### src/afp_pkg.sv
// Shared constants and types for the frame parser.
`timescale 1ns / 1ps

package afp_pkg;

   // Frame format constants.
   localparam logic [7:0] PREAMBLE    = 8'h3B;
   localparam int         MAX_PAYLOAD = 16;
   localparam logic [7:0] HDR_LEN     = 8'd3;
   localparam logic [7:0] MAX_LEN     = 8'(3 + MAX_PAYLOAD);

   // Field widths.
   localparam int BYTE_W = 8;
   localparam int KIND_W = 2;
   localparam int IDX_W  = 4;

   // Result kinds.
   localparam logic [KIND_W-1:0] KIND_PAYLOAD = 2'd0;
   localparam logic [KIND_W-1:0] KIND_DONE    = 2'd1;
   localparam logic [KIND_W-1:0] KIND_DROP    = 2'd2;

   // One result item as produced by the parser core.
   typedef struct packed {
      logic                  valid;
      logic [KIND_W-1:0]     kind;
      logic [BYTE_W-1:0]     payload_byte;
      logic [IDX_W-1:0]      payload_index;
      logic [BYTE_W-1:0]     frame_len;
      logic [BYTE_W-1:0]     source_addr;
      logic [BYTE_W-1:0]     dest_addr;
      logic [BYTE_W-1:0]     command_code;
      logic [BYTE_W-1:0]     received_check;
      logic [BYTE_W-1:0]     computed_check;
      logic                  check_ok;
   } afp_result_type;

endpackage

### src/afp_if.sv
// Valid/ready channel interfaces for the byte input and the result output.
`timescale 1ns / 1ps

interface afp_req_if;
   logic                       valid;
   logic                       ready;
   logic [afp_pkg::BYTE_W-1:0] data_byte;

   modport source (output valid, output data_byte, input ready);
   modport sink   (input valid, input data_byte, output ready);
endinterface

interface afp_rsp_if;
   logic                       valid;
   logic                       ready;
   logic [afp_pkg::KIND_W-1:0] kind;
   logic [afp_pkg::BYTE_W-1:0] payload_byte;
   logic [afp_pkg::IDX_W-1:0]  payload_index;
   logic [afp_pkg::BYTE_W-1:0] frame_len;
   logic [afp_pkg::BYTE_W-1:0] source_addr;
   logic [afp_pkg::BYTE_W-1:0] dest_addr;
   logic [afp_pkg::BYTE_W-1:0] command_code;
   logic [afp_pkg::BYTE_W-1:0] received_check;
   logic [afp_pkg::BYTE_W-1:0] computed_check;
   logic                       check_ok;

   modport source (output valid, output kind, output payload_byte, output payload_index,
                   output frame_len, output source_addr, output dest_addr,
                   output command_code, output received_check, output computed_check,
                   output check_ok, input ready);
   modport sink   (input valid, input kind, input payload_byte, input payload_index,
                   input frame_len, input source_addr, input dest_addr,
                   input command_code, input received_check, input computed_check,
                   input check_ok, output ready);
endinterface

### src/afp_parse_core.sv
// Frame parser state registers and per-byte next-state and result logic.
`timescale 1ns / 1ps

module afp_parse_core (
   input  logic                       clock,
   input  logic                       reset,
   input  logic                       byte_take,
   input  logic [afp_pkg::BYTE_W-1:0] byte_data,
   output afp_pkg::afp_result_type    result
);

   // Header byte slots, indexed by the position after the length byte.
   localparam logic [1:0] POS_SRC = 2'd0;
   localparam logic [1:0] POS_DST = 2'd1;

   logic                       in_frame_ff, in_frame_in;
   logic [afp_pkg::BYTE_W-1:0] len_ff, len_in;
   logic [afp_pkg::BYTE_W-1:0] pos_ff, pos_in;
   logic [afp_pkg::BYTE_W-1:0] src_ff, src_in;
   logic [afp_pkg::BYTE_W-1:0] dst_ff, dst_in;
   logic [afp_pkg::BYTE_W-1:0] cmd_ff, cmd_in;
   logic [afp_pkg::BYTE_W-1:0] sum_ff, sum_in;
   logic [afp_pkg::BYTE_W-1:0] sum_add;
   logic [afp_pkg::BYTE_W-1:0] check_calc;
   logic [afp_pkg::BYTE_W-1:0] idx_full;
   logic                       len_bad;

   assign sum_add    = sum_ff + byte_data;
   assign check_calc = 8'(8'd0 - sum_ff);
   assign idx_full   = pos_ff - afp_pkg::HDR_LEN;
   assign len_bad    = (byte_data < afp_pkg::HDR_LEN) || (byte_data > afp_pkg::MAX_LEN);

   // Next state and result for the byte being transferred in.
   always_comb begin
      in_frame_in = in_frame_ff;
      len_in      = len_ff;
      pos_in      = pos_ff;
      src_in      = src_ff;
      dst_in      = dst_ff;
      cmd_in      = cmd_ff;
      sum_in      = sum_ff;
      result      = '0;

      if (byte_take) begin
         if (!in_frame_ff) begin
            // Hunting: only the preamble starts a frame.
            if (byte_data == afp_pkg::PREAMBLE) begin
               in_frame_in = 1'b1;
               pos_in      = '0;
               len_in      = '0;
               src_in      = '0;
               dst_in      = '0;
               cmd_in      = '0;
               sum_in      = '0;
            end
         end else if (len_ff == '0) begin
            // Length byte: either drop the frame or start the checksum.
            len_in = byte_data;
            pos_in = '0;
            if (len_bad) begin
               src_in         = '0;
               dst_in         = '0;
               cmd_in         = '0;
               in_frame_in    = 1'b0;
               result.valid   = 1'b1;
               result.kind    = afp_pkg::KIND_DROP;
            end else begin
               sum_in = byte_data;
            end
         end else if (pos_ff < afp_pkg::HDR_LEN) begin
            // Source, destination and command bytes.
            case (pos_ff[1:0])
               POS_SRC: src_in = byte_data;
               POS_DST: dst_in = byte_data;
               default: cmd_in = byte_data;
            endcase
            sum_in = sum_add;
            pos_in = pos_ff + 8'd1;
         end else if (pos_ff == len_ff) begin
            // Checksum byte closes the frame.
            in_frame_in           = 1'b0;
            pos_in                = '0;
            result.valid          = 1'b1;
            result.kind           = afp_pkg::KIND_DONE;
            result.received_check = byte_data;
            result.computed_check = check_calc;
            result.check_ok       = (byte_data == check_calc);
         end else begin
            // Payload byte.
            sum_in               = sum_add;
            pos_in               = pos_ff + 8'd1;
            result.valid         = 1'b1;
            result.kind          = afp_pkg::KIND_PAYLOAD;
            result.payload_byte  = byte_data;
            result.payload_index = idx_full[afp_pkg::IDX_W-1:0];
         end
      end

      // Header fields always reflect the frame after this byte.
      result.frame_len    = len_in;
      result.source_addr  = src_in;
      result.dest_addr    = dst_in;
      result.command_code = cmd_in;
   end

   // State registers.
   always_ff @(posedge clock) begin
      if (reset) begin
         in_frame_ff <= 1'b0;
         len_ff      <= '0;
         pos_ff      <= '0;
         src_ff      <= '0;
         dst_ff      <= '0;
         cmd_ff      <= '0;
         sum_ff      <= '0;
      end else begin
         in_frame_ff <= in_frame_in;
         len_ff      <= len_in;
         pos_ff      <= pos_in;
         src_ff      <= src_in;
         dst_ff      <= dst_in;
         cmd_ff      <= cmd_in;
         sum_ff      <= sum_in;
      end
   end

endmodule

### src/afp_out_reg.sv
// Result register that holds one result until the downstream side takes it.
`timescale 1ns / 1ps

module afp_out_reg (
   input  logic                    clock,
   input  logic                    reset,
   input  logic                    load,
   input  afp_pkg::afp_result_type result,
   output logic                    can_accept,
   afp_rsp_if.source               rsp_if
);

   logic                    valid_ff, valid_in;
   afp_pkg::afp_result_type data_ff;

   // A new item may enter when the register is empty or being emptied.
   assign can_accept = !valid_ff || rsp_if.ready;

   // Valid flag: set on load, cleared once the result is transferred out.
   always_comb begin
      valid_in = valid_ff;
      if (load) begin
         valid_in = 1'b1;
      end else if (rsp_if.ready) begin
         valid_in = 1'b0;
      end
   end

   always_ff @(posedge clock) begin
      if (reset) begin
         valid_ff <= 1'b0;
      end else begin
         valid_ff <= valid_in;
      end
   end

   // Payload register.
   always_ff @(posedge clock) begin
      if (load) begin
         data_ff <= result;
      end
   end

   assign rsp_if.valid          = valid_ff;
   assign rsp_if.kind           = data_ff.kind;
   assign rsp_if.payload_byte   = data_ff.payload_byte;
   assign rsp_if.payload_index  = data_ff.payload_index;
   assign rsp_if.frame_len      = data_ff.frame_len;
   assign rsp_if.source_addr    = data_ff.source_addr;
   assign rsp_if.dest_addr      = data_ff.dest_addr;
   assign rsp_if.command_code   = data_ff.command_code;
   assign rsp_if.received_check = data_ff.received_check;
   assign rsp_if.computed_check = data_ff.computed_check;
   assign rsp_if.check_ok       = data_ff.check_ok;

endmodule

### src/aux_frame_parser_top.sv
// A result appears at the output in the cycle after the byte that causes it is transferred in.
// Throughput: one byte per cycle while the output is not stalled; the parser state updates once per byte.
// The input stalls only while a result sits in the output register and is not taken.
// Reset (synchronous, active high) empties the output register and returns the
// parser to hunting for the preamble with all header and checksum state cleared.
`timescale 1ns / 1ps

module aux_frame_parser_top (
   input  logic      clock,
   input  logic      reset,
   afp_req_if.sink   req_if,
   afp_rsp_if.source rsp_if
);

   logic                    can_accept;
   logic                    byte_take;
   afp_pkg::afp_result_type result;

   // Input transfer happens whenever a byte is offered and the output side has room.
   assign req_if.ready = can_accept;
   assign byte_take    = req_if.valid && can_accept;

   afp_parse_core u_core (
      .clock     (clock),
      .reset     (reset),
      .byte_take (byte_take),
      .byte_data (req_if.data_byte),
      .result    (result)
   );

   afp_out_reg u_out (
      .clock      (clock),
      .reset      (reset),
      .load       (result.valid),
      .result     (result),
      .can_accept (can_accept),
      .rsp_if     (rsp_if)
   );

endmodule
### src/flat_wrapper.sv
// flat-port wrapper written by rule: the top's interface ports become plain ports
module aux_frame_parser_top_flat 
  (clock, reset, req_if_valid, req_if_data_byte, req_if_ready, rsp_if_valid, rsp_if_kind, rsp_if_payload_byte, rsp_if_payload_index, rsp_if_frame_len, rsp_if_source_addr, rsp_if_dest_addr, rsp_if_command_code, rsp_if_received_check, rsp_if_computed_check, rsp_if_check_ok, rsp_if_ready);
  afp_req_if req_if_i ();
  afp_rsp_if rsp_if_i ();
  input  logic clock;
  input  logic reset;
  input wire logic [$bits(req_if_i.valid)-1:0] req_if_valid;
  input wire logic [$bits(req_if_i.data_byte)-1:0] req_if_data_byte;
  output wire logic [$bits(req_if_i.ready)-1:0] req_if_ready;
  output wire logic [$bits(rsp_if_i.valid)-1:0] rsp_if_valid;
  output wire logic [$bits(rsp_if_i.kind)-1:0] rsp_if_kind;
  output wire logic [$bits(rsp_if_i.payload_byte)-1:0] rsp_if_payload_byte;
  output wire logic [$bits(rsp_if_i.payload_index)-1:0] rsp_if_payload_index;
  output wire logic [$bits(rsp_if_i.frame_len)-1:0] rsp_if_frame_len;
  output wire logic [$bits(rsp_if_i.source_addr)-1:0] rsp_if_source_addr;
  output wire logic [$bits(rsp_if_i.dest_addr)-1:0] rsp_if_dest_addr;
  output wire logic [$bits(rsp_if_i.command_code)-1:0] rsp_if_command_code;
  output wire logic [$bits(rsp_if_i.received_check)-1:0] rsp_if_received_check;
  output wire logic [$bits(rsp_if_i.computed_check)-1:0] rsp_if_computed_check;
  output wire logic [$bits(rsp_if_i.check_ok)-1:0] rsp_if_check_ok;
  input wire logic [$bits(rsp_if_i.ready)-1:0] rsp_if_ready;
  assign req_if_i.valid = req_if_valid;
  assign req_if_i.data_byte = req_if_data_byte;
  assign req_if_ready = req_if_i.ready;
  assign rsp_if_valid = rsp_if_i.valid;
  assign rsp_if_kind = rsp_if_i.kind;
  assign rsp_if_payload_byte = rsp_if_i.payload_byte;
  assign rsp_if_payload_index = rsp_if_i.payload_index;
  assign rsp_if_frame_len = rsp_if_i.frame_len;
  assign rsp_if_source_addr = rsp_if_i.source_addr;
  assign rsp_if_dest_addr = rsp_if_i.dest_addr;
  assign rsp_if_command_code = rsp_if_i.command_code;
  assign rsp_if_received_check = rsp_if_i.received_check;
  assign rsp_if_computed_check = rsp_if_i.computed_check;
  assign rsp_if_check_ok = rsp_if_i.check_ok;
  assign rsp_if_i.ready = rsp_if_ready;
  aux_frame_parser_top u_core (.clock(clock), .reset(reset), .req_if(req_if_i), .rsp_if(rsp_if_i));
endmodule
### config.mk
export PLATFORM = sky130hd
export DESIGN_NAME = aux_frame_parser_top_flat
export DESIGN_NICKNAME = d
export VERILOG_FILES = /design/src/afp_pkg.sv /design/src/afp_if.sv /design/src/afp_parse_core.sv /design/src/afp_out_reg.sv /design/src/aux_frame_parser_top.sv /design/src/flat_wrapper.sv
export SDC_FILE = /design/constraint.sdc
export NUM_CORES = 1
export LEC_CHECK = 0
export ABC_CLOCK_PERIOD_IN_PS = 17900
export BUFFER_PORTS_ARGS = -buffer_cell sky130_fd_sc_hd__buf_2
export CORE_ASPECT_RATIO = 1.5
export CORE_MARGIN = 8
export CORE_UTILIZATION = 50
export DETAILED_ROUTE_END_ITERATION = 8
export PLACE_DENSITY = 0.72
export SYNTH_ARGS = -nofsm -noshare
export SYNTH_HDL_FRONTEND = slang
export SYNTH_SLANG_ARGS = --single-unit
### constraint.sdc
create_clock -name clock -period 17.9 [get_ports clock]
set_input_delay 5.37 -clock clock [delete_from_list [all_inputs] [get_ports clock]]
set_output_delay 5.37 -clock clock [all_outputs]
set_load 0.02 [all_outputs]
==> results.yml, run 1 <==
drt:
  antenna_left: 0
  dr_total_vias: 3461
  viasPerCell: 5.65
  routed_wl_um: 11200
  drc_errors: 0
  post_drt_wl_per_cell_um: 18.2
  first_pass_iters: 4
  drt_iter0_drc: 228
final_layout:
  fin_nets: 509
  layout_common_cells: "76 x buf_2, 63 x edfxtp_1, 56 x and2_1"
  utilization: 0.618
  area_delta_synth_final_pct: 20.3
  antenna_cells: 0
  fill_cells: 768
  seq_area_um2: 2890
  final_common_cell: "buf_2"
  finalInstanceArea_um2: 5990
  drive_above_1_share: 0.235
  multi_input_area_um2: 1920
setup_path:
  path_max_fanout: 4
  regToRegStartpoint: "u_core.u_core.pos_ff[1]$_SDFFE_PP0P_"
  worstSetupStartpoint: "rsp_if_ready"
  cp_data_arrival_time_ns: 5.91
  worst-setup-path-type: "in2out"
  critPathCaptureType: "output port"
  crit_path_start_kind: "primary input"
  worstPathRequired_ns: 12.53
global_route:
  grt-ovfl-total: 0
  grt_pass1_wl_um: 18300
  grt_pass1_vias: 3485
  grt_util_all_layers: 0.170
  grt_antenna_before_repair: 0
  grt_max_degree: 42
logic_synthesis:
  async_flop_share: 0
  synth_edf_count: 63
  yosysSeqAreaShare: 0.581
  syn-num-nets: 438
  syn_inst: 414
  netlist_top_cells_area: "edfxtp_1 38%, dfxtp_1 20%, and2_1 7.0%"
  postSynthAreaPerCell_um2: 12.0
  synth.top_cell.area_share: 0.380
  synth_area_um2: 4980
  ys_ff_latch: 113
  yosysTopAreaCell: "edfxtp_1"
  ys.warnings.count: 0
  ys.flop_type: "edfxtp_1"
  ys_types: 54
sta:
  tns_ns: 0
  slew_headroom: 0.172
  min_period_over_period: 0.630
  fmax_ghz: 0.0887
  finalSetupViolCount: 0
  tightestPinTransition_ns: 1.24
  period_minus_slack_ns: 11.28
  final-hold-violation-count: 0
  skew_ns: 0.00738
  slew_violations: 0
  rsz0062_at_grt: "false"
clocking:
  clkLatencyLatePin_ns: 0.41
  postCtsHoldBufs: 0
  cts_setup_buffers: 0
  ctsLongestPathBuffers: 2
  cts_made_buffers: 17
  root_buffer: "clkbuf_16"
  clk_pin_slew_ns: 0.05
  cts.repair.resized: 0
  htreeDepth: 4
  cts_tree: "yes"
  cts.sink_count: 113
power:
  pwr-share-clk: 0.545
  p_leak_nw: 2.48
  p_int_mw: 0.503
  seq_power_share: 0.435
  switchingPower_mw: 0.121
  power_per_cell_area_nw_per_um2: 104
  switching_share: 0.193
  ir_drop_mv: 0.0871
  p_comb_frac: 0.020
placement:
  dp_hpwl_um: 7520
  place_area_um2: 5380
  numPortBuffers: 76
  place_congestion: 0.857
floorplan:
  die_height_um: 138
  ios: 77
  dieArea_um2: 13500
  core_region_area_um2: 9690
  row_count: 44
  start_util: 0.514
  die_width_um: 97.5
min_path:
  hp-class: "reg2reg"
  min_from: "u_core.u_core.in_frame_ff$_SDFFE_PP0P_"
run:
  drv_cap: 0
status:
  status: "finished, final reports clean"
worst max-delay path: stages:
cell and delay [ns]:
buf_2 0.09, nor2b_1 0.15, inv_1 0.11, buf_2 0.17
metal layers:
| layer | GRT usage | part of all wire | up-vias |
|---|---|---|---|
| li1 | - | - | 1662 |
| met2 | 0.283 | 0.51 | 102 |
| met3 | 0.0559 | 0.063 | 15 |
| met4 | 0.0729 | 0.018 | 0 |
| met5 | 0 | 0 | - |
| met1 | 0.195 | 0.41 | 1682 |
flip-flops by register name, summed over array words and instances, names as in the netlist, 8 cells and up:
name / count
u_core.u_out.rsp_if.command_code: 8
u_core.u_out.rsp_if.payload_byte: 8
u_core.u_core.pos_ff: 8
u_core.u_out.rsp_if.dest_addr: 8
u_core.u_core.sum_ff: 8
u_core.u_out.rsp_if.computed_check: 8
u_core.u_out.rsp_if.frame_len: 8
u_core.u_core.len_ff: 8
u_core.u_core.cmd_ff: 8
u_core.u_out.rsp_if.received_check: 8
u_core.u_core.src_ff: 8
u_core.u_out.rsp_if.source_addr: 8
u_core.u_core.dst_ff: 8
kinds of logic (layout without fill, tap and decap cells):
| logic type | Yosys count | after routing | synth area share |
|---|---|---|---|
| and+or+nand+nor | 142 | 142 | 0.166 |
| buffers and inverters | 35 | 119 | 0.0357 |
| AOI/OAI and AO/OA | 80 | 80 | 0.129 |
| xor gates and xnor gates | 28 | 28 | 0.0493 |
| muxes | 4 | 4 | 0.00804 |
| adders and majority gates | 12 | 12 | 0.0317 |
| DFF | 113 | 113 | 0.581 |
worst paths after layout:
kind                            cells after the start                                                 end  slack [ns]
worst max register to register                      5  u_core.u_out.rsp_if.payload_index[2]$_SDFFCE_PP0P_       14.62
worst min register to register                      2              u_core.u_core.in_frame_ff$_SDFFE_PP0P_        0.54
worst min-delay path                                2              u_core.u_core.in_frame_ff$_SDFFE_PP0P_        0.54
worst max-delay path                                4                                        req_if_ready        6.62
power groups by stage:
stage	logic (mW)	registers [mW]	clock network, mW
detailed placement	0.0124	0.277	0
global route	0.0133	0.271	0.356
global placement	0.0120	0.277	0
finish	0.0124	0.272	0.340
CTS	0.0125	0.272	0.343
floorplan	0.00801	0.277	0
area by class of cell:
cell class / count / share of cell area
Multi-Input combinational cell: 266 / 0.321
Tap cell: 115 / 0.0240
Clock inverter: 11 / 0.0224
Inverter: 10 / 0.00627
Clock buffer: 21 / 0.0788
Sequential cell: 113 / 0.483
Timing Repair Buffer: 77 / 0.0648
Yosys cell counts (all sizes together), types with 5 or more instances:
library cell and n:
a21oi 15, a22o 28, a311oi 5, and2 56, buf 16, clkbuf 9
dfxtp 50, edfxtp 63, ha 11, inv 10, nand2 14, nand3 9
nor2 22, nor3 10, nor4 10, o2bb2ai 5, xnor2 21, xor2 7
stage by stage:
stage / power [mW] / instances / hold WS [ns] / setup WS [ns]
finish: 0.624 / 613 / 0.536 / 6.62
floorplan: 0.285 / 414 / 0.496 / 6.47
global placement: 0.289 / 581 / 0.511 / 6.60
detailed placement: 0.289 / 581 / 0.523 / 6.59
global route: 0.641 / 613 / 0.557 / 6.53
CTS: 0.627 / 613 / 0.540 / 6.59
No activity file was read; power rests on OpenSTA's default activity.
==> inputs of run 2 (changes only) <==
ABC_CLOCK_PERIOD_IN_PS = 11100   (was 17900)
clock period = 11.1 ns   (was 17.9 ns; I/O delays follow)
==> results.yml, run 2 (synthesis gave the netlist of run 1 again) <==
final_layout:
  antenna_cells: 0
  final_common_cell: "buf_2"
  drive_above_1_share: 0.225
  area_delta_synth_final_pct: 20.5
  fin_nets: 509
  layout_common_cells: "76 x buf_2, 63 x edfxtp_1, 56 x and2_1"
  finalInstanceArea_um2: 6000
  utilization: 0.619
min_path:
  min_from: "u_core.u_core.cmd_ff[3]$_SDFF_PP0_"
  hp-class: "reg2reg"
setup_path:
  critPathCaptureType: "output port"
  worstSetupStartpoint: "rsp_if_ready"
  worst-setup-path-type: "in2out"
  max_stage_delay_ns: 0.17
  regToRegStartpoint: "u_core.u_core.pos_ff[1]$_SDFFE_PP0P_"
  worstPathCellList: "buf_2, nor2b_1, inv_1, buf_2"
  worstPathRequired_ns: 7.77
  crit_path_start_kind: "primary input"
  slowest_stage: "buf_2"
  cp_data_arrival_time_ns: 3.86
  path_max_fanout: 4
  cpMostUsedCell: "buf_2"
clocking:
  postCtsHoldBufs: 0
  cts_tree: "yes"
  root_buffer: "clkbuf_16"
  cts.sink_count: 113
  cts.repair.resized: 0
  cts_setup_buffers: 0
  ctsLongestPathBuffers: 2
  htreeDepth: 4
  cts_made_buffers: 17
  clk_pin_slew_ns: 0.05
  clkLatencyLatePin_ns: 0.41
drt:
  post_drt_wl_per_cell_um: 18.4
  drt_iter0_drc: 297
  antenna_left: 0
  routed_wl_um: 11300
  drc_errors: 0
  dr_total_vias: 3465
  first_pass_iters: 4
  viasPerCell: 5.65
floorplan:
  die_height_um: 138
  start_util: 0.514
  core_region_area_um2: 9690
  dieArea_um2: 13500
  row_count: 44
  ios: 77
  die_width_um: 97.5
global_route:
  grt_pass1_wl_um: 18000
  grt_antenna_before_repair: 0
  grt_max_degree: 42
  grt_pass1_vias: 3464
  grt_util_all_layers: 0.167
  grt-ovfl-total: 0
sta:
  slew_violations: 0
  period_minus_slack_ns: 7.19
  final-hold-violation-count: 0
  tightestPinTransition_ns: 1.23
  skew_ns: 0.00881
  min_period_over_period: 0.648
  slew_headroom: 0.179
  tns_ns: 0
  fmax_ghz: 0.139
  finalSetupViolCount: 0
  rsz0062_at_grt: "false"
status:
  status: "finished, final reports clean"
placement:
  place_congestion: 0.880
  numPortBuffers: 76
  dp_hpwl_um: 7510
  place_area_um2: 5380
power:
  power_per_cell_area_nw_per_um2: 171
  p_leak_nw: 2.42
  ir_drop_mv: 0.183
run:
  drv_cap: 0
## run 2: cell count changes in the layout (fill, tap and decap cells not counted), sizes merged
cell and change:
clkbuf +4, clkinvlp -2, clkinv -3, bufinv +1
## run 2: report_power, final
group	internal [mW]	total, mW	switching [mW]
sequential	0.438	0.438	0.0000635
clock	0.391	0.565	0.174
combinational	0.00546	0.0201	0.0146
## run 2: final timing paths
kind	cells after the start	slack, ns	to
worst max-delay path	4	3.91	req_if_ready
worst min-delay path	1	0.54	u_core.u_out.rsp_if.command_code[3]$_DFFE_PP_
worst max register to register	5	7.79	u_core.u_out.rsp_if.computed_check[6]$_SDFFCE_PP0P_
worst min register to register	1	0.54	u_core.u_out.rsp_if.command_code[3]$_DFFE_PP_
## run 2: stage by stage
| stage | hold slack [ns] | setup WS (ns) | cells | power [mW] |
|---|---|---|---|---|
| after detailed placement | 0.533 | 3.88 | 581 | 0.466 |
| final | 0.543 | 3.91 | 613 | 1.02 |
| after floorplan | 0.496 | 1.71 | 414 | 0.459 |
| after global placement | 0.510 | 3.88 | 581 | 0.466 |
| after global routing | 0.566 | 3.80 | 613 | 1.05 |
| after CTS | 0.542 | 3.87 | 613 | 1.03 |
## run 2: worst max-delay path: cells and delay by family
kind | cells | cell delay [ns]
buf+inv | 3 | 0.38
simple gates | 1 | 0.15
## run 2: per-layer routing
metal / vias up / global-route usage / wire, µm
met4: 0 / 0.0825 / 274
met3: 24 / 0.0574 / 736
met1: 1668 / 0.191 / 4570
met5: - / 0 / 0
met2: 114 / 0.272 / 5670
li1: 1659 / - / -
## run 2: final cells by class
class	count	area [µm²]
Clock buffer	25	485
Clock inverter	7	131
Fill cell	755	3690
Inverter	10	37.5
Multi-Input combinational cell	266	1920
Sequential cell	113	2890
Tap cell	115	144
Timing Repair Buffer	77	388
==> inputs of run 3 (changes only) <==
ABC_CLOCK_PERIOD_IN_PS = 5790   (was 11100)
PLACE_DENSITY = 0.74   (was 0.72)
clock period = 5.79 ns   (was 11.1 ns; I/O delays follow)
==> results.yml, run 3 (synthesis gave the netlist of run 1 again) <==
status:
  status: "finished, final reports clean"
clocking:
  cts.sink_count: 113
  cts_made_buffers: 17
  clk_pin_slew_ns: 0.05
  ctsLongestPathBuffers: 2
  postCtsHoldBufs: 0
  clkLatencyLatePin_ns: 0.41
  cts_setup_buffers: 0
  cts.repair.resized: 0
  root_buffer: "clkbuf_16"
  htreeDepth: 4
  cts_tree: "yes"
setup_path:
  regToRegStartpoint: "u_core.u_core.pos_ff[1]$_SDFFE_PP0P_"
  cpMostUsedCell: "buf_2"
  path_max_fanout: 4
  worstSetupStartpoint: "rsp_if_ready"
  critPathCaptureType: "output port"
  worst-setup-path-type: "in2out"
  max_stage_delay_ns: 0.17
  r2r-end: "u_core.u_out.rsp_if.check_ok$_SDFFCE_PP0P_"
  worstPathRequired_ns: 4.05
  worstPathCellList: "buf_2, nor2b_1, inv_1, buf_2"
  ff2ff_path_depth: 6
  rrSetupSlack_ns: 3.27
  crit_path_start_kind: "primary input"
  slowest_stage: "buf_2"
  cp_data_arrival_time_ns: 2.25
placement:
  numPortBuffers: 76
  dpl.cell_count: 582
  dp_hpwl_um: 7750
  place_congestion: 0.883
  place_area_um2: 5390
drt:
  viasPerCell: 5.77
  drt_iter0_drc: 156
  antenna_left: 0
  routed_wl_um: 11400
  drc_errors: 0
  dr_total_vias: 3542
  post_drt_wl_per_cell_um: 18.5
  first_pass_iters: 5
min_path:
  min_from: "u_core.u_core.in_frame_ff$_SDFFE_PP0P_"
  hold_end: "u_core.u_core.in_frame_ff$_SDFFE_PP0P_"
  min_path_cells: 2
  hp-class: "reg2reg"
sta:
  slew_violations: 0
  rsz0062_at_grt: "false"
  period_minus_slack_ns: 3.99
  tns_ns: 0
  tightestPinTransition_ns: 0.851
  slew_headroom: 0.432
  min_period_over_period: 0.689
  hold-worst-slack_ns: 0.545
  final-hold-violation-count: 0
  finalSetupViolCount: 0
  fmax_ghz: 0.251
  skew_ns: 0.00672
floorplan:
  die_width_um: 97.5
  dieArea_um2: 13500
  core_region_area_um2: 9690
  ios: 77
  die_height_um: 138
  row_count: 44
  start_util: 0.514
power:
  ir_drop_mv: 0.325
  power_per_cell_area_nw_per_um2: 317
  p_leak_nw: 2.39
global_route:
  grt_max_degree: 42
  grt_pass1_wl_um: 18300
  grt-ovfl-total: 0
  grt_antenna_before_repair: 0
  grt_util_all_layers: 0.171
  grt_pass1_vias: 3593
final_layout:
  layout_common_cells: "76 x buf_2, 63 x edfxtp_1, 56 x and2_1"
  fill_cells: 795
  drive_above_1_share: 0.240
  multi_input_area_um2: 1920
  fin_nets: 510
  final_common_cell: "buf_2"
  area_delta_synth_final_pct: 20.1
  fin_cells: 614
  finalInstanceArea_um2: 5980
  seq_area_um2: 2890
  antenna_cells: 0
run:
  drv_cap: 0
## run 3: area by class of cell
class,count,share of cell area
Inverter,10,0.00628
Multi-Input combinational cell,266,0.321
Sequential cell,113,0.484
Clock buffer,21,0.0803
Timing Repair Buffer,78,0.0661
Clock inverter,11,0.0184
Tap cell,115,0.0241
## run 3: per-layer routing
layer / GRT usage / wire, µm / part of all wire / up-vias
met2: 0.291 / 5740 / 0.51 / 122
li1: - / - / - / 1662
met1: 0.174 / 4460 / 0.39 / 1724
met5: 0 / 0 / 0 / -
met3: 0.0653 / 775 / 0.068 / 34
met4: 0.0986 / 370 / 0.033 / 0
## run 3: how the worst max path moves through the flow
stage | end | slack, ns | cells after the start
after detailed placement | req_if_ready | 1.79 | 4
after CTS | req_if_ready | 1.78 | 4
after global routing | req_if_ready | 1.73 | 4
after floorplan | u_core.u_out.rsp_if.check_ok$_SDFFCE_PP0P_ | 0.22 | 5
after global placement | req_if_ready | 1.78 | 4
final | req_if_ready | 1.80 | 4
## run 3: stage by stage
step / power (mW) / util / setup WS (ns)
4_1_cts: 1.91 / 0.617 / 1.78
3_5_place_dp: 0.895 / 0.556 / 1.79
3_3_place_gp: 0.893 / 0.556 / 1.78
5_1_grt: 1.94 / 0.617 / 1.73
2_1_floorplan: 0.881 / - / 0.215
6_report: 1.90 / 0.617 / 1.80
## run 3: report_power, final
group          switching, mW  internal, mW  total (mW)
registers           0.000132         0.840       0.840
logic                 0.0286        0.0105      0.0391
clock network          0.348         0.671        1.02
## run 3: worst max-delay path: cells and delay by family
family / cells / cell delay, ns
buffers and inverters: 3 / 0.38
and+or+nand+nor: 1 / 0.14
